**src/design/wdr_pkg.sv**
```systemverilog
// Shared types, constants and the answer-record byte table for the DNS responder.
// No dependencies; every other design file imports this package.
package wdr_pkg;

  localparam int MAX_DATAGRAM_DEF = 512;
  localparam int QUEUE_DEPTH_DEF  = 4;

  localparam logic [7:0] FLAGS_HI   = 8'h81;
  localparam logic [7:0] FLAGS_LO   = 8'h80;
  localparam logic [7:0] PTR_HI     = 8'hC0;
  localparam logic [7:0] PTR_OFFSET = 8'h0C;
  localparam logic [7:0] TTL_LO     = 8'h3C;
  localparam logic [7:0] RDLEN_LO   = 8'h04;
  localparam logic [7:0] ONE_BYTE   = 8'h01;

  localparam int           ANS_IDX_W = 4;
  localparam logic [3:0]   ANS_LAST  = 4'd15;

  typedef enum logic [1:0] {
    CMD_ECHO    = 2'd0,
    CMD_DISCARD = 2'd1,
    CMD_ANSWER  = 2'd2
  } cmd_kind_t;

  typedef struct packed {
    cmd_kind_t   kind;
    logic [7:0]  data;
  } cmd_t;

  // Byte of the 16-byte A record that follows the question.
  function automatic logic [7:0] answer_byte(input logic [ANS_IDX_W-1:0] idx,
                                             input logic [31:0] addr);
    logic [7:0] b;
    b = 8'h00;
    unique case (idx)
      4'd0:    b = PTR_HI;
      4'd1:    b = PTR_OFFSET;
      4'd3:    b = ONE_BYTE;
      4'd5:    b = ONE_BYTE;
      4'd9:    b = TTL_LO;
      4'd11:   b = RDLEN_LO;
      4'd12:   b = addr[31:24];
      4'd13:   b = addr[23:16];
      4'd14:   b = addr[15:8];
      4'd15:   b = addr[7:0];
      default: b = 8'h00;
    endcase
    return b;
  endfunction

endpackage

```
**src/design/wildcard_dns_responder_top.sv**
```systemverilog
// Top level of the wildcard DNS A-record responder: address register, parser,
// command queue and response emitter. Depends on wdr_pkg and the wdr_* modules.
//
// Takes a DNS query one byte word per cycle and streams the response
// cut-through: id echoed, header rewritten to flags 8180 with one question
// and one answer, question echoed, then a 16-byte A record carrying the
// address last written on cfg_wdata, with out_tx_last on its final word. An
// unanswerable query (shorter than the header, zero question count, question
// cut off or a label pointing past MaxDatagram) yields a single word with
// out_tx_discard and out_tx_last set; the receiver drops what it got so far.
// Query bytes are taken at one per cycle while in_ready is high; the response
// word for an accepted byte goes via the command queue and is registered in
// the emitter. The final QCLASS byte expands into 17 output words, its echo and
// the A record; bytes past the question are still taken without filling the
// queue, and in_ready drops whenever the QueueDepth-entry command queue is full.
// Write cfg only while no response is pending.
module wildcard_dns_responder_top import wdr_pkg::*; #(
  parameter int MaxDatagram = MAX_DATAGRAM_DEF,
  parameter int QueueDepth  = QUEUE_DEPTH_DEF
) (
  input  logic        clk,
  input  logic        rst_n,
  input  logic        in_valid,
  output logic        in_ready,
  input  logic [7:0]  in_rx_byte,
  input  logic        in_rx_last,
  output logic        out_valid,
  input  logic        out_ready,
  output logic [7:0]  out_tx_byte,
  output logic        out_tx_last,
  output logic        out_tx_discard,
  input  logic        cfg_we,
  input  logic [31:0] cfg_wdata
);

  logic [31:0] answer_address_r, answer_address_nxt;
  logic        q_not_full, q_push, q_not_empty, q_pop;
  cmd_t        push_cmd, pop_cmd;

  assign answer_address_nxt = cfg_we ? cfg_wdata : answer_address_r;

  always_ff @(posedge clk) begin
    if (!rst_n) begin
      answer_address_r <= '0;
    end else begin
      answer_address_r <= answer_address_nxt;
    end
  end

  wdr_front #(.MaxDatagram(MaxDatagram)) u_front (
    .clk        (clk),
    .rst_n      (rst_n),
    .in_valid   (in_valid),
    .in_ready   (in_ready),
    .in_rx_byte (in_rx_byte),
    .in_rx_last (in_rx_last),
    .q_ready    (q_not_full),
    .q_push     (q_push),
    .q_cmd      (push_cmd)
  );

  wdr_queue #(.Depth(QueueDepth)) u_queue (
    .clk       (clk),
    .rst_n     (rst_n),
    .push      (q_push),
    .push_cmd  (push_cmd),
    .not_full  (q_not_full),
    .pop       (q_pop),
    .not_empty (q_not_empty),
    .pop_cmd   (pop_cmd)
  );

  wdr_back u_back (
    .clk            (clk),
    .rst_n          (rst_n),
    .q_valid        (q_not_empty),
    .q_cmd          (pop_cmd),
    .q_pop          (q_pop),
    .answer_address (answer_address_r),
    .out_valid      (out_valid),
    .out_ready      (out_ready),
    .out_tx_byte    (out_tx_byte),
    .out_tx_last    (out_tx_last),
    .out_tx_discard (out_tx_discard)
  );

endmodule

```
**src/design/wdr_front.sv**
```systemverilog
// Query parser: accepts datagram words, walks header and QNAME labels and
// emits at most one command per word into the queue. Depends on wdr_pkg.
module wdr_front import wdr_pkg::*; #(
  parameter int MaxDatagram = MAX_DATAGRAM_DEF
) (
  input  logic       clk,
  input  logic       rst_n,
  input  logic       in_valid,
  output logic       in_ready,
  input  logic [7:0] in_rx_byte,
  input  logic       in_rx_last,
  input  logic       q_ready,
  output logic       q_push,
  output cmd_t       q_cmd
);

  localparam int PosW = $clog2(MaxDatagram);
  localparam int SumW = ((PosW > 8) ? PosW : 8) + 1;
  localparam logic [PosW-1:0] PosLimit = PosW'(MaxDatagram - 1);
  localparam logic [SumW-1:0] MaxSum   = SumW'(MaxDatagram);
  localparam logic [PosW-1:0] QnameStart = PosW'(12);

  typedef enum logic [3:0] {
    PH_HEADER = 4'b0001,
    PH_NAME   = 4'b0010,
    PH_TAIL   = 4'b0100,
    PH_IGNORE = 4'b1000
  } phase_t;

  phase_t          phase_r, phase_nxt;
  logic [PosW-1:0] pos_r, pos_nxt;
  logic [PosW-1:0] nlo_r, nlo_nxt;
  logic [7:0]      qch_r, qch_nxt;
  logic [2:0]      tail_r, tail_nxt;

  logic            fire, ends, disc, restart, label_hit;
  logic [SumW-1:0] next_label;
  logic [7:0]      hdr_byte;

  assign in_ready   = q_ready;
  assign fire       = in_valid && q_ready;
  assign ends       = in_rx_last || (pos_r >= PosLimit);
  assign label_hit  = (pos_r == nlo_r);
  assign next_label = SumW'(pos_r) + SumW'(in_rx_byte) + SumW'(1);

  always_comb begin
    unique case (pos_r)
      PosW'(0), PosW'(1): hdr_byte = in_rx_byte;
      PosW'(2):           hdr_byte = FLAGS_HI;
      PosW'(3):           hdr_byte = FLAGS_LO;
      PosW'(5), PosW'(7): hdr_byte = ONE_BYTE;
      default:            hdr_byte = 8'h00;
    endcase
  end

  always_comb begin
    phase_nxt = phase_r;
    pos_nxt   = pos_r;
    nlo_nxt   = nlo_r;
    qch_nxt   = qch_r;
    tail_nxt  = tail_r;
    disc      = 1'b0;
    restart   = 1'b0;
    q_push    = 1'b0;
    q_cmd     = '{kind: CMD_ECHO, data: in_rx_byte};
    if (fire) begin
      unique case (phase_r)
        PH_HEADER: begin
          if (ends) begin
            disc = 1'b1;
          end else if (pos_r == PosW'(5) && qch_r == 8'h00 && in_rx_byte == 8'h00) begin
            disc = 1'b1;
          end else begin
            q_push     = 1'b1;
            q_cmd.data = hdr_byte;
            if (pos_r == PosW'(4)) qch_nxt = in_rx_byte;
            pos_nxt = pos_r + PosW'(1);
            if (pos_r >= PosW'(11)) phase_nxt = PH_NAME;
          end
        end
        PH_NAME: begin
          if (label_hit && in_rx_byte != 8'h00 && next_label >= MaxSum) begin
            disc = 1'b1;
          end else if (ends) begin
            disc = 1'b1;
          end else begin
            q_push  = 1'b1;
            pos_nxt = pos_r + PosW'(1);
            if (label_hit) begin
              if (in_rx_byte == 8'h00) begin
                phase_nxt = PH_TAIL;
                tail_nxt  = 3'd4;
              end else begin
                nlo_nxt = next_label[PosW-1:0];
              end
            end
          end
        end
        PH_TAIL: begin
          if (tail_r == 3'd1) begin
            // final QCLASS byte: hand over the answer burst
            q_push     = 1'b1;
            q_cmd.kind = CMD_ANSWER;
            if (in_rx_last) restart = 1'b1;
            else phase_nxt = PH_IGNORE;
          end else if (ends) begin
            disc = 1'b1;
          end else begin
            q_push   = 1'b1;
            tail_nxt = tail_r - 3'd1;
            pos_nxt  = pos_r + PosW'(1);
          end
        end
        default: begin
          phase_nxt = PH_IGNORE;
          if (in_rx_last) restart = 1'b1;
        end
      endcase
      if (disc) begin
        q_push = 1'b1;
        q_cmd  = '{kind: CMD_DISCARD, data: 8'h00};
        if (in_rx_last) restart = 1'b1;
        else phase_nxt = PH_IGNORE;
      end
      if (restart) begin
        phase_nxt = PH_HEADER;
        pos_nxt   = '0;
        nlo_nxt   = QnameStart;
        qch_nxt   = 8'h00;
        tail_nxt  = 3'd4;
      end
    end
  end

  always_ff @(posedge clk) begin
    if (!rst_n) begin
      phase_r <= PH_HEADER;
      pos_r   <= '0;
      nlo_r   <= QnameStart;
      qch_r   <= 8'h00;
      tail_r  <= 3'd4;
    end else begin
      phase_r <= phase_nxt;
      pos_r   <= pos_nxt;
      nlo_r   <= nlo_nxt;
      qch_r   <= qch_nxt;
      tail_r  <= tail_nxt;
    end
  end

endmodule

```
**src/design/wdr_queue.sv**
```systemverilog
// Short command queue between the parser and the response emitter.
// Depends on wdr_pkg for the command type.
module wdr_queue import wdr_pkg::*; #(
  parameter int Depth = QUEUE_DEPTH_DEF
) (
  input  logic clk,
  input  logic rst_n,
  input  logic push,
  input  cmd_t push_cmd,
  output logic not_full,
  input  logic pop,
  output logic not_empty,
  output cmd_t pop_cmd
);

  localparam int PtrW = (Depth > 1) ? $clog2(Depth) : 1;
  localparam int CntW = $clog2(Depth + 1);

  cmd_t            slot_r [Depth];
  logic [PtrW-1:0] wr_r, wr_nxt, rd_r, rd_nxt;
  logic [CntW-1:0] cnt_r, cnt_nxt;
  logic            do_push, do_pop;

  assign not_full  = (cnt_r != CntW'(Depth));
  assign not_empty = (cnt_r != '0);
  assign pop_cmd   = slot_r[rd_r];
  assign do_push   = push && not_full;
  assign do_pop    = pop && not_empty;

  always_comb begin
    wr_nxt  = wr_r;
    rd_nxt  = rd_r;
    cnt_nxt = cnt_r;
    if (do_push) wr_nxt = (wr_r == PtrW'(Depth - 1)) ? '0 : wr_r + PtrW'(1);
    if (do_pop)  rd_nxt = (rd_r == PtrW'(Depth - 1)) ? '0 : rd_r + PtrW'(1);
    if (do_push && !do_pop) cnt_nxt = cnt_r + CntW'(1);
    else if (do_pop && !do_push) cnt_nxt = cnt_r - CntW'(1);
  end

  always_ff @(posedge clk) begin
    if (!rst_n) begin
      wr_r  <= '0;
      rd_r  <= '0;
      cnt_r <= '0;
    end else begin
      wr_r  <= wr_nxt;
      rd_r  <= rd_nxt;
      cnt_r <= cnt_nxt;
    end
  end

  always_ff @(posedge clk) begin
    if (do_push) slot_r[wr_r] <= push_cmd;
  end

endmodule

```
**src/design/wdr_back.sv**
```systemverilog
// Response emitter: turns queued commands into output words and expands the
// answer command into its 16-byte A record. Depends on wdr_pkg.
module wdr_back import wdr_pkg::*; (
  input  logic        clk,
  input  logic        rst_n,
  input  logic        q_valid,
  input  cmd_t        q_cmd,
  output logic        q_pop,
  input  logic [31:0] answer_address,
  output logic        out_valid,
  input  logic        out_ready,
  output logic [7:0]  out_tx_byte,
  output logic        out_tx_last,
  output logic        out_tx_discard
);

  logic                 out_valid_r, out_valid_nxt;
  logic [7:0]           byte_r, byte_nxt;
  logic                 last_r, last_nxt;
  logic                 disc_r, disc_nxt;
  logic                 burst_r, burst_nxt;
  logic [ANS_IDX_W-1:0] idx_r, idx_nxt;
  logic                 slot_free;

  assign slot_free      = !out_valid_r || out_ready;
  assign q_pop          = slot_free && !burst_r && q_valid;
  assign out_valid      = out_valid_r;
  assign out_tx_byte    = byte_r;
  assign out_tx_last    = last_r;
  assign out_tx_discard = disc_r;

  always_comb begin
    out_valid_nxt = out_valid_r;
    byte_nxt      = byte_r;
    last_nxt      = last_r;
    disc_nxt      = disc_r;
    burst_nxt     = burst_r;
    idx_nxt       = idx_r;
    if (slot_free) begin
      out_valid_nxt = burst_r || q_valid;
      if (burst_r) begin
        byte_nxt = answer_byte(idx_r, answer_address);
        last_nxt = (idx_r == ANS_LAST);
        disc_nxt = 1'b0;
        idx_nxt  = idx_r + ANS_IDX_W'(1);
        if (idx_r == ANS_LAST) burst_nxt = 1'b0;
      end else if (q_valid) begin
        byte_nxt = q_cmd.data;
        unique case (q_cmd.kind)
          CMD_DISCARD: begin
            last_nxt = 1'b1;
            disc_nxt = 1'b1;
          end
          CMD_ANSWER: begin
            // echo the final QCLASS byte, then stream the record
            last_nxt  = 1'b0;
            disc_nxt  = 1'b0;
            burst_nxt = 1'b1;
            idx_nxt   = '0;
          end
          default: begin
            last_nxt = 1'b0;
            disc_nxt = 1'b0;
          end
        endcase
      end
    end
  end

  always_ff @(posedge clk) begin
    if (!rst_n) begin
      out_valid_r <= 1'b0;
      burst_r     <= 1'b0;
      idx_r       <= '0;
    end else begin
      out_valid_r <= out_valid_nxt;
      burst_r     <= burst_nxt;
      idx_r       <= idx_nxt;
    end
  end

  always_ff @(posedge clk) begin
    byte_r <= byte_nxt;
    last_r <= last_nxt;
    disc_r <= disc_nxt;
  end

endmodule
```
**config.mk**
```make
export PLATFORM = sky130hd
export DESIGN_NAME = wildcard_dns_responder_top
export DESIGN_NICKNAME = d
export VERILOG_FILES = /design/src/design/wdr_pkg.sv /design/src/design/wildcard_dns_responder_top.sv /design/src/design/wdr_front.sv /design/src/design/wdr_queue.sv /design/src/design/wdr_back.sv
export SDC_FILE = /design/constraint.sdc
export NUM_CORES = 1
export LEC_CHECK = 0
export BUFFER_PORTS_ARGS = -buffer_cell sky130_fd_sc_hd__buf_2
export CORE_MARGIN = 2
export CORE_UTILIZATION = 35
export DETAILED_ROUTE_END_ITERATION = 16
export SLEW_MARGIN = 15
export SYNTH_ARGS = -nofsm -noshare
export SYNTH_HDL_FRONTEND = slang
export SYNTH_SLANG_ARGS = --single-unit
```
**constraint.sdc**
```tcl
create_clock -name clk -period 3.7 [get_ports clk]
set_input_delay 0.74 -clock clk [delete_from_list [all_inputs] [get_ports clk]]
set_output_delay 0.74 -clock clk [all_outputs]
set_load 0.02 [all_outputs]
```
Yosys cells after proc, flatten, opt, wreduce, memory -nomap -nowiden. Memories as Yosys holds them, arrays and structs flattened. A register that Yosys moved wholly into a read port is not among the register bits. Cells that the tools add are included.

Word-level logic and storage cells: 197. Register bits after elaboration: 88. Input port bits: 46. Memories: 1. RAM bits: 40. Output and inout port bits: 12.

Memory list: u_queue.slot_r (depth 4, bits a word 10, read ports 1, clocked after memory_dff 1, wr ports 1, line wdr_queue.sv:19) `cmd_t slot_r [Depth];`.

Order comparisons: 3. Reductions and logical operators: 43. Multiplexer cells: 89. Equality and inequality tests: 37. Add/sub/neg operators: 9.

Operators by type and width (count): 9-bit two-way mux (12); 8-bit two-way mux (10); 8-bit case mux with 9 select lines (1); 4-bit two-way mux (15); 8-bit case mux with 4 select lines (1); 9-bit by 3-bit == test with 1-bit output (second input constant) (3); 1-bit two-way mux (27); 3-bit two-way mux (9); 9-bit case mux with 3 select lines (1); 4-bit == test (second input constant) (6); 3-bit inequality test (second input constant) (7); 10-bit two-way mux (2); 9-bit by 2-bit == test with 1-bit output (second input constant) (2); 8-bit zero test (2); 2-bit nonzero test (7); 2-bit two-way mux (6); 4-bit case mux with 3 select lines (1); 6-bit AND reduction (2); 1-bit logical AND (11); 10-bit by 1-bit adder with 10-bit output (second input constant) (1); 9-bit by 8-bit adder with 10-bit output (1); 10-bit greater-or-equal comparator (second input constant) (1); 9-bit by 1-bit adder with 9-bit output (second input constant) (1); 9-bit by 1-bit == test with 1-bit output (second input constant) (1); other kinds (30) (51).

Logic depth before layout (Yosys ltp). Gate-level depths: netlist (run 1).

Word-level depth: 14. Gate-level depth with buffers: 13. Gate-level depth less buffers: 12.

Modules after synthesis. From an unflattened synthesis (run 1), not the netlist that was laid out.

Cell total of the unflattened synthesis: 642. Area, all modules: 6800.3 um2.

By module, submodules not included: wdr_front (area each 2591.2 um2, cells an instance 330, instances 1, seq. area each 660.6 um2); wdr_queue (area each 1920.6 um2, cells an instance 103, instances 1, seq. area each 1381.3 um2); wildcard_dns_responder_top (area each 1243.7 um2, cells an instance 103, instances 1, seq. area each 640.6 um2); wdr_back (area each 1044.8 um2, cells an instance 106, instances 1, seq. area each 420.4 um2).

Worst setup path after synthesis (run 1). No wires, ideal clock.

Path type: register to register. Start point: register u_front.phase_r[1]. End point: register u_queue.cnt_r[2]. Arrival: 2.704 ns. Required time: 3.624 ns. Stages on the path, launching flop included: 10. Library setup time: 0.076 ns. Period minus slack after synthesis: 2.779 ns. Slack: 0.921 ns. Path buffers: 1. Cell sequence: dfxtp_1 > or4b_2 > a31oi_1 > clkbuf_1 > ha_1 > inv_1 > fa_1 > xor2_1 > or3_1 > a21boi_0.

Word-level cells in the longest chain between the ends: 9. Elaborated cells between the ends (all ways): 14. Those cells by class: eq/ne: 3; mux: 6; reduce/logical: 5.

RTL lines: start: declaration (line wdr_front.sv:30) `phase_t phase_r, phase_nxt;`; start signal: assignment (line wdr_front.sv:143) `phase_r <= phase_nxt;`; 4-bit by 3-bit == test with 1-bit output, or another cell as far along (line wdr_front.sv:67) `unique case (phase_r)`; 1-bit case mux with 3 select lines (line wdr_front.sv:67); 1-bit two-way mux (line wdr_front.sv:66) `if (fire) begin`; 1-bit two-way mux * (line wdr_front.sv:119) `if (disc) begin`; 1-bit two-way mux * (line wdr_front.sv:66); 1-bit logical AND * (line wdr_queue.sv:27) `assign do_push = push && not_full;`; named net u_queue.do_push (line wdr_queue.sv:22) `logic do_push, do_pop;`; 1-bit zero test (line wdr_queue.sv:37) `else if (do_pop && !do_push) cnt_nxt = cnt_r - CntW'(1);`; 1-bit logical AND (line wdr_queue.sv:37); 2-bit nonzero test (no line); end signal: assignment (line wdr_queue.sv:48) `cnt_r <= cnt_nxt;`; end: declaration (line wdr_queue.sv:21) `logic [CntW-1:0] cnt_r, cnt_nxt;`.

Mark *: on every way through the listed nets, which the timed path passes. The rest lies on a longest branch. The select of a mux whose other input is x is not followed. A chain may end at the register's enable or synchronous reset.

==> results of run 1 <==
==> per-layer routing <==
layer | routed length, um | share of wire (%) | vias up | GRT usage [%]
met5 | 0 | 0 | - | 0
met4 | 251 | 1.6 | 0 | 5.263
met3 | 616 | 3.8 | 25 | 3.533
met2 | 7986 | 50 | 155 | 28.12
met1 | 7161 | 45 | 2460 | 20.32
li1 | - | - | 2443 | -
==> flip-flops by register name, summed over array words and instances (netlist names), 4 cells and up, named ones only <==
| register | flops |
|---|---|
| u_back.out_tx_byte | 8 |
| u_front.qch_r | 8 |
| u_queue.slot_r | 40 |
| u_front.phase_r | 4 |
| answer_address_r | 32 |
| u_front.pos_r | 9 |
| u_front.nlo_r | 9 |
| u_back.idx_r | 4 |
==> metrics by stage <==
stage          hold WS [ps]  instance area (um2)  power (uW)  std cells  utilization [%]
4_1_cts               467.3                 7677        4420        927            41.04
3_5_place_dp          457.4                 7122        2857        895            38.07
3_3_place_gp          447.7                 7122        2819        895            38.07
5_1_grt               478.9                 7677        4589        927            41.04
2_1_floorplan         435.7                 6679        2550        637                -
6_report              469.4                 7677        4386        927            41.04
==> cell type report <==
type / instances / area (um2)
timing repair buffer: 63 / 330.3
clock buffer: 18 / 439.2
tap: 234 / 292.8
sequential: 130 / 3103
fill: 1750 / 11030
clock inverter: 14 / 116.4
multi-input combinational: 448 / 3321
inverter: 20 / 75.07
==> worst register-to-register path, cell delays in order (launching register included) <==
cell and delay [ps]:
dfxtp_1 540, ha_1 340, inv_1 100, nor2_1 150, nand2_1 70, nor2_1 120
ha_1 140, nor2_1 60, o31a_4 160, o21a_1 140, a211o_1 300, a31oi_2 400
o32ai_1 240
==> Yosys cell counts, types with 6 or more instances <==
| cell | number | area share [%] |
|---|---|---|
| and2_1 | 11 | 1.0 |
| o21a_1 | 9 | 1.0 |
| nor4_1 | 6 | 0.56 |
| or3_1 | 9 | 0.84 |
| dfxtp_1 | 80 | 24 |
| nand2_1 | 44 | 2.5 |
| nand2b_1 | 8 | 0.75 |
| mux2i_1 | 38 | 5.7 |
| nor3_1 | 10 | 0.75 |
| nor2b_1 | 48 | 4.5 |
| o211ai_1 | 7 | 0.79 |
| inv_1 | 20 | 1.1 |
| nor2_1 | 29 | 1.6 |
| xor2_1 | 13 | 1.7 |
| a21oi_1 | 21 | 1.6 |
| nand3_1 | 22 | 1.6 |
| clkbuf_1 | 22 | 1.2 |
| mux4_2 | 10 | 3.4 |
| o21ai_0 | 30 | 2.2 |
| edfxtp_1 | 50 | 22 |
| nand4_1 | 8 | 0.75 |
| buf_2 | 9 | 0.67 |
| ha_1 | 25 | 4.7 |
==> path summary, 6_finish.rpt <==
path                    startpoint                   end  cells after the start
hold reg to reg   u_front.qch_r[4]      u_front.qch_r[4]                      2
setup reg to reg  u_front.pos_r[1]  u_queue.slot_r[3][7]                     12
hold / removal    u_front.qch_r[4]      u_front.qch_r[4]                      2
setup / recovery  u_front.pos_r[1]  u_queue.slot_r[3][7]                     12
==> cell families (layout without fill, tap and decap cells) <==
logic type | count (synthesis) | in the layout | share of synthesized area, %
flip-flops | 130 | 130 | 46.46
XOR/XNOR | 17 | 17 | 2.229
multiplexers | 48 | 48 | 9.067
buffers and inverters | 59 | 115 | 3.821
AO/OA/AOI/OAI | 135 | 135 | 14.46
AND/OR/NAND/NOR | 221 | 221 | 18.68
adder cells (fa/ha/maj) | 27 | 27 | 5.283
==> power groups by stage <==
stage	logic (uW)	clock network, uW	registers [uW]
2_1_floorplan	668	0	1880
3_5_place_dp	1010	0	1850
6_report	1010	1560	1810
5_1_grt	1110	1650	1830
3_3_place_gp	983	0	1840
4_1_cts	1020	1590	1820
==> placed cells by master, fill, tap and decap left out, drive strengths merged, types with 5 or more instances in the layout <==
cell	Yosys	final
a21boi	6	6
a21oi	22	22
a222oi	5	5
a31oi	7	7
and2	11	11
buf	17	63
clkbuf	22	18
clkinv	0	9
dfxtp	80	80
edfxtp	50	50
ha	25	25
inv	20	20
mux2i	38	38
mux4	10	10
nand2	46	46
nand2b	8	8
nand3	23	23
nand4	8	8
nor2	29	29
nor2b	48	48
nor3	10	10
nor4	10	10
o211ai	7	7
o21a	9	9
o21ai	30	30
or3	9	9
xor2	13	13
==> impl_metrics.toml, run 1 <==
[die]
core_um2 = 18710
die_w_um = 142.1
die_area_um2 = 20200
die_h_um = 142.1
io_pins = 58
num_rows = 50
start_util_pct = 35.71

[global_routing]
grtUsageTotal_pct = 16.30
grt-ovfl-total = 0
antenna_found_initial = 0
grt_pass1_vias = 5022
grt_pass1_wl_um = 25720
grt_max_degree = 59

[timing]
setup_ws_ps = 621.0
fmax_mhz = 324.8
min_period_ps = 3079
setup_tns_ps = 0
skew_ps = 5.516
max_slew_margin_pct = 38.65
fin_crit_sh_pct = 83.22
drv_slew = 0
worst_pin_slew_ps = 920.2
finalHoldViolations = 0
rsz0062_at_grt = "false"
setup_viol = 0

[logic_synthesis]
yosysSeqAreaShare_pct = 46.46
ys_warn_count = 0
syn_nets = 710
ys.flop_type = "dfxtp_1"
synth_edf_count = 50
synth-async-reset-ratio_pct = 0
avgSynthCellArea_um2 = 10.48
yosys_register_bits = 130
syn_area_um2 = 6679
ys_types = 73
syn_inst = 637

[detailed_routing]
ant_nets = 0
wirelength_um = 16020
routed-via-count = 5083
drc = 0
via_per_inst = 5.483
drt_iter0_drc = 493
drtPass1Iterations = 5
route.detailed.wl_per_inst_um = 17.28

[critical_path]
crit_type = "reg2reg"
cp_top_family = "compound AO/OA/AOI/OAI gates"
rrSetupSlack_ps = 620
crit_top_cell = "nor2_1"
cp_max_fo = 8
cp.required_ps = 3820
path_cells = "ha_1 -> inv_1 -> nor2_1 -> nand2_1 -> nor2_1 -> ha_1 -> nor2_1 -> o31a_4 -> o21a_1 -> a211o_1 -> a31oi_2 -> o32ai_1"
critPathCaptureType = "flop"
cp.arrival_ps = 3200
slowest_stage = "dfxtp_1"
crit_buf_inv = 1
cp-start-kind = "flop"
max_stage_delay_ps = 540

[cts]
postCtsSetupBuffers = 0
htreeDepth = 4
cts_sinks = 130
cts_buffers = 17
clk_path_buf_depth = 2
clk_latency_ps = 420
clkTransAtPathRegs_ps = 60
root_buffer = "clkbuf_16"
cts_resized = 0
postCtsHoldBufs = 0
cts_tree = "built"

[place]
hpwl_um = 11470
portBuffers = 57
post-place-ws_ps = 610.3
gp_congestion = 0.8966

[power]
p_int_uw = 3053
ir_worst_vdd_mv = 0.2688
p_sw_uw = 1333
p_per_area_nw_per_um2 = 571.4
p_leak_uw = 0.002980
p_comb_share_pct = 23.0
seqPwrFrac_pct = 41.4
clkPwrFrac_pct = 35.7
swShare_pct = 30.39

[layout]
drive_above_1_share_pct = 17.60
insertedDiodeCount = 0
layout.nets = 753
area_growth_pct = 14.95

[worst_hold_path]
hold_path.class = "reg2reg"

[run]
maxCapViolations = 0

[outcome]
outcome = "complete, no violations"
Power figures use the tool's default switching activity.
==> inputs of run 2 (changes only) <==
--- a/config.mk
+++ b/config.mk
@@ -5,6 +5,7 @@
 export SDC_FILE = /design/constraint.sdc
 export NUM_CORES = 1
 export LEC_CHECK = 0
+export ABC_AREA = 1
 export BUFFER_PORTS_ARGS = -buffer_cell sky130_fd_sc_hd__buf_2
 export CORE_MARGIN = 2
 export CORE_UTILIZATION = 35
==> constraint.sdc (replaced) <==
create_clock -name clk -period 2.8 [get_ports clk]
set_input_delay 0.56 -clock clk [delete_from_list [all_inputs] [get_ports clk]]
set_output_delay 0.56 -clock clk [all_outputs]
set_load 0.02 [all_outputs]
==> impl_metrics.toml, run 2 <==
[outcome]
outcome = "complete, no violations"

[timing]
drv_slew = 0
finalHoldViolations = 0
rsz0062_at_grt = "false"
min_period_ps = 2544
fin_crit_sh_pct = 90.84
max_slew_margin_pct = 54.71
setup_viol = 0
skew_ps = 11.12
setup_tns_ps = 0
fmax_mhz = 393.1
worst_pin_slew_ps = 662.2

[layout]
multi_input_area_um2 = 3117
drive_above_1_share_pct = 15.31
layout.nets = 981
regArea_um2 = 3103
finalInstanceArea_um2 = 7843
final_common_cell = "nor2_1"
largest_reg_flops = 40
final_cell_mix = "181 x nor2_1, 126 x nand2_1, 81 x o21ai_0"
reg_top3 = "u_queue.slot_r: 40 flops, answer_address_r: 32 flops"
fillers = 1892
area_growth_pct = 17.66
insertedDiodeCount = 0
largest_register = "u_queue.slot_r"

[place]
gp_congestion = 0.8549
portBuffers = 57
dpl_cell_area_um2 = 7227
hpwl_um = 11610

[detailed_routing]
wirelength_um = 16300
drc = 0
drt_iter0_drc = 308
drtPass1Iterations = 4
route.detailed.wl_per_inst_um = 14.11
ant_nets = 0
via_per_inst = 4.859
routed-via-count = 5612

[global_routing]
grt_max_degree = 33
grtUsageTotal_pct = 16.85
grt_pass1_wl_um = 26770
grt_pass1_vias = 5319
antenna_found_initial = 0
grt-ovfl-total = 0

[logic_synthesis]
synth_common_cells = "181 x nor2_1, 126 x nand2_1, 81 x o21ai_0"
yosysMostFrequentCell = "nor2_1"
ys.flop_type = "dfxtp_1"
yosys-top-cells-area = "dfxtp_1 24%, edfxtp_1 23%, nor2_1 10%"
yosys_register_bits = 130
ys_types = 44
syn_inst = 845
syn_nets = 918
synth_top_area_cell = "dfxtp_1"
syn_area_um2 = 6665
ys_warn_count = 0
synth_edf_count = 50
yosysSeqAreaShare_pct = 46.56
avgSynthCellArea_um2 = 7.888
synth-async-reset-ratio_pct = 0
synth_top_area_share_pct = 24.03

[die]
num_rows = 50
start_util_pct = 35.63
core_um2 = 18710
io_pins = 58
die_w_um = 142.0
die_h_um = 142.0
die_area_um2 = 20160

[power]
p_comb_share_pct = 26.5
clkPwrFrac_pct = 34.9
p_sw_uw = 2279
ir_worst_vdd_mv = 0.4421
seqPwrFrac_pct = 38.6
swShare_pct = 35.23
p_int_uw = 4190
p_leak_uw = 0.003332
p_per_area_nw_per_um2 = 825.0

[worst_hold_path]
hold_path.class = "in2reg"

[cts]
root_buffer = "clkbuf_16"
cts_tree = "built"
htreeDepth = 4
postCtsSetupBuffers = 0
clk_latency_ps = 430
clkTransAtPathRegs_ps = 70
cts_buffers = 17
clk_path_buf_depth = 2
cts_sinks = 130

[critical_path]
cp.arrival_ps = 2720
cp.required_ps = 2980
cp-start-kind = "flop"
crit_type = "reg2reg"
cp_max_fo = 10
critPathCaptureType = "flop"

[run]
maxCapViolations = 0
run 2: cell types whose count changed after synthesis, moves of 9 or more:
cell / delta
mux4_2: -10
nor2_1: +152
and2_1: -11
or3_1: -9
o21ai_0: +51
a21oi_1: +12
o21a_1: -9
nand2_1: +82
nand3_1: +18
inv_1: +57
mux2i_1: -38
nor2b_1: -48
run 2: cell type report:
cell class | instances | share of cell area (%)
timing repair buffer | 73 | 5.169
tap | 234 | 3.733
multi-input combinational | 601 | 39.74
inverter | 85 | 4.068
clock inverter | 13 | 1.659
clock buffer | 19 | 6.063
sequential | 130 | 39.57
run 2: metal layers:
| metal | routed length [um] | GRT usage [%] | share of wire [%] |
|---|---|---|---|
| met5 | 0 | 0 | 0 |
| met3 | 484 | 3.264 | 3.0 |
| met1 | 7782 | 21.99 | 48 |
| met2 | 7709 | 27.92 | 47 |
| met4 | 322 | 6.000 | 2.0 |
run 2: final timing paths:
check                  startpoint              endpoint  slack, ps  cells after the start
min reg2reg  answer_address_r[16]  answer_address_r[16]        460                      2
max reg2reg      u_front.pos_r[6]  u_queue.slot_r[2][3]        260                     12
min                 cfg_wdata[11]  answer_address_r[11]        350                      3
max              u_front.pos_r[6]  u_queue.slot_r[2][3]        260                     12
run 2: per-stage QoR:
stage          hold slack [ps]  instances  total power (uW)  util (%)  worst slack (ps)
2_1_floorplan            428.9        845              3739         -             506.3
3_3_place_gp             455.4       1123              4223     38.64             178.6
3_5_place_dp             456.3       1123              4249     38.64             28.74
4_1_cts                  341.9       1155              6516     41.87             113.6
5_1_grt                  351.7       1155              6856     41.93             7.658
6_report                 351.5       1155              6470     41.93             256.4
run 2: worst max-delay path, cell delays in order, from the launching register on:
cell      delay, ps
dfxtp_1         530
ha_1            370
nand2_1          90
nand2_1          60
a21boi_0        160
nand3_1         180
nand3_2         150
nand2_1          60
nand2_1          90
nand2_2          80
inv_2           110
nor2_8           60
nor3_1          340
run 2: power groups by stage:
stage	sequential, uW	combinational [uW]	clock [uW]
6_report	2500	1710	2260
3_5_place_dp	2540	1710	0
5_1_grt	2540	1940	2380
2_1_floorplan	2590	1150	0
4_1_cts	2500	1720	2290
3_3_place_gp	2530	1690	0
run 2: timing repair:
item | in CTS | in global routing
setup endpoints to repair | 0 | 24
resized for setup | 0 | 2
hold buffers | 0 | 0
run 2: cells by family after synthesis:
group                      count (synthesis)  share of synthesized area, %
DFF                                      130                         46.56
buffers and inverters                    114                         6.833
xor gates and xnor gates                  11                         1.445
adders and majority gates                 27                         5.294
AOI/OAI and AO/OA                        162                         13.80
and+or+nand+nor                          401                         26.07
==> inputs of run 3 (changes only) <==
--- a/config.mk
+++ b/config.mk
@@ -8,8 +8,9 @@
 export ABC_AREA = 1
 export BUFFER_PORTS_ARGS = -buffer_cell sky130_fd_sc_hd__buf_2
 export CORE_MARGIN = 2
-export CORE_UTILIZATION = 35
+export CORE_UTILIZATION = 54
 export DETAILED_ROUTE_END_ITERATION = 16
+export PLACE_DENSITY = 0.76
 export SLEW_MARGIN = 15
 export SYNTH_ARGS = -nofsm -noshare
 export SYNTH_HDL_FRONTEND = slang
==> constraint.sdc (replaced) <==
create_clock -name clk -period 2.05 [get_ports clk]
set_input_delay 0.41 -clock clk [delete_from_list [all_inputs] [get_ports clk]]
set_output_delay 0.41 -clock clk [all_outputs]
set_load 0.02 [all_outputs]
==> impl_metrics.toml, run 3 (same netlist as run 2, synthesis figures left out) <==
[outcome]
outcome = "complete, but fails checks"
violations = "negative setup slack"

[detailed_routing]
routed-via-count = 6309
drtPass1Iterations = 5
via_per_inst = 5.434
route.detailed.wl_per_inst_um = 15.39
drc = 0
wirelength_um = 17870
drt_iter0_drc = 455
ant_nets = 0

[power]
ir_worst_vdd_mv = 0.6808
p_total_uw = 9259
p_leak_uw = 0.003843
p_per_area_nw_per_um2 = 1049

[critical_path]
critPathLaunch = "u_front.pos_r[0]"
max_stage_delay_ps = 370
crit_top_cell = "nand2_2"
crit_type = "reg2reg"
critPathCaptureType = "flop"
r2r_start = "u_front.pos_r[0]"
slowest_stage = "dfxtp_4"
reg2regPathDepth = 15
path_cells = "ha_4 -> nand3_4 -> nor3_4 -> ha_2 -> nor2_2 -> nand2_2 -> inv_2 -> nand2_2 -> nand2_2 -> nand2_2 -> nand2_2 -> nand2_4 -> inv_4 -> nor2_8 -> nor3_4"
cp.arrival_ps = 2320
cp_max_fo = 7
rrSetupSlack_ps = -110
cp-start-kind = "flop"
cp.required_ps = 2200
reg2reg_to = "u_queue.slot_r[1][1]"

[layout]
drive_above_1_share_pct = 29.98
insertedDiodeCount = 0
largest_register = "u_queue.slot_r"
area_growth_pct = 32.40
layout.nets = 1074
final_common_cell = "nor2_1"
finalInstanceArea_um2 = 8825
fillers = 888
multi_input_area_um2 = 3458
regArea_um2 = 3127
largest_reg_flops = 40
final_cell_mix = "171 x nor2_1, 115 x nand2_1, 98 x buf_4"
reg_top3 = "u_queue.slot_r: 40 flops, answer_address_r: 32 flops"

[cts]
clk_latency_ps = 420
clk_path_buf_depth = 2
cts_sinks = 130
postCtsHoldBufs = 0
clkTransAtPathRegs_ps = 60
root_buffer = "clkbuf_16"
cts_tree = "built"
cts_buffers = 17
htreeDepth = 4

[timing]
setup_viol = 36
max_slew_margin_pct = 71.63
finalHoldViolations = 0
worst_pin_slew_ps = 414.8
hold_slack_ps = 210.3
drv_slew = 0
rsz0062_at_grt = "true"
fmax_mhz = 462.2
skew_ps = 7.147
setup_ws_ps = -113.6
min_period_ps = 2164
fin_crit_sh_pct = 105.5

[worst_hold_path]
holdPathEnd = "answer_address_r[27]"
whs_path_depth = 3
hold_path.class = "in2reg"
hp-start = "cfg_wdata[27]"

[global_routing]
grt_pass1_wl_um = 27510
grt_pass1_vias = 6002
grt-ovfl-total = 0
antenna_found_initial = 0
grt_max_degree = 35
grtUsageTotal_pct = 27.03

[die]
start_util_pct = 55.49
die_w_um = 115.1
die_h_um = 115.1
die_area_um2 = 13250
io_pins = 58
core_um2 = 12010
num_rows = 40

[place]
portBuffers = 57
hpwl_um = 12310
dpl_cell_area_um2 = 7784
gp_congestion = 0.9362

[run]
maxCapViolations = 0
==> run 3: cell count changes in the layout (fill, tap and decap cells not counted), sizes merged <==
cell,change
clkinvlp,+2
inv,-8
clkinv,+6
buf,+92
bufinv,+1
==> run 3: metal layers <==
metal,global-route usage [%],part of all wire [%]
met5,0,0
met4,15.26,5.5
met3,7.538,5.3
met2,47.45,50
met1,29.35,40
==> run 3: cell type report <==
class | count | share of cell area, %
flip-flops and latches | 130 | 35.43
multi-input cells | 601 | 39.19
clock buffers | 18 | 4.977
inverters | 85 | 3.701
repair buffers | 166 | 13.33
clock inverters | 14 | 1.290
well taps | 147 | 2.084
==> run 3: report_power, final <==
group	switching (uW)	internal, uW
logic	1850	1200
clock network	1130	1690
registers	190	3200
total	3170	6090
==> run 3: per-stage QoR <==
| step | cells | setup TNS, ps | utilization [%] | worst slack (ps) |
|---|---|---|---|---|
| 2_1_floorplan | 845 | 0 | - | 2.879 |
| 3_3_place_gp | 1118 | -4928 | 64.80 | -152.2 |
| 3_5_place_dp | 1118 | -8466 | 64.80 | -306.4 |
| 4_1_cts | 1150 | -1357 | 70.05 | -65.51 |
| 5_1_grt | 1161 | -8108 | 73.47 | -237.6 |
| 6_report | 1161 | -2817 | 73.47 | -113.6 |
==> run 3: what timing repair did <==
action,4_1_cts,5_1_grt
buffers inserted,0,10
cloned,0,1
pin swaps,1,40
resized for setup,20,90
hold endpoints to repair,0,0
endpoints found under the setup margin,34,69
==> run 3: how the worst max path moves through the flow <==
| stage | endpoint | slack, ps | depth (start not counted) |
|---|---|---|---|
| 3_5_place_dp | u_queue.slot_r[0][1] | -310 | 13 |
| 3_3_place_gp | u_queue.slot_r[3][1] | -150 | 13 |
| 2_1_floorplan | u_queue.cnt_r[1] | 3 | 12 |
| 6_report | u_queue.slot_r[1][1] | -110 | 15 |
| 5_1_grt | u_queue.slot_r[1][1] | -240 | 15 |
| 4_1_cts | u_queue.slot_r[1][1] | -70 | 13 |
==> run 3: worst max-delay path, delay by kind of cell (launching register included) <==
kind	cells	cell delay, ps
adders and majority gates	2	340
buffers and inverters	2	90
DFF	1	370
and+or+nand+nor	11	1090
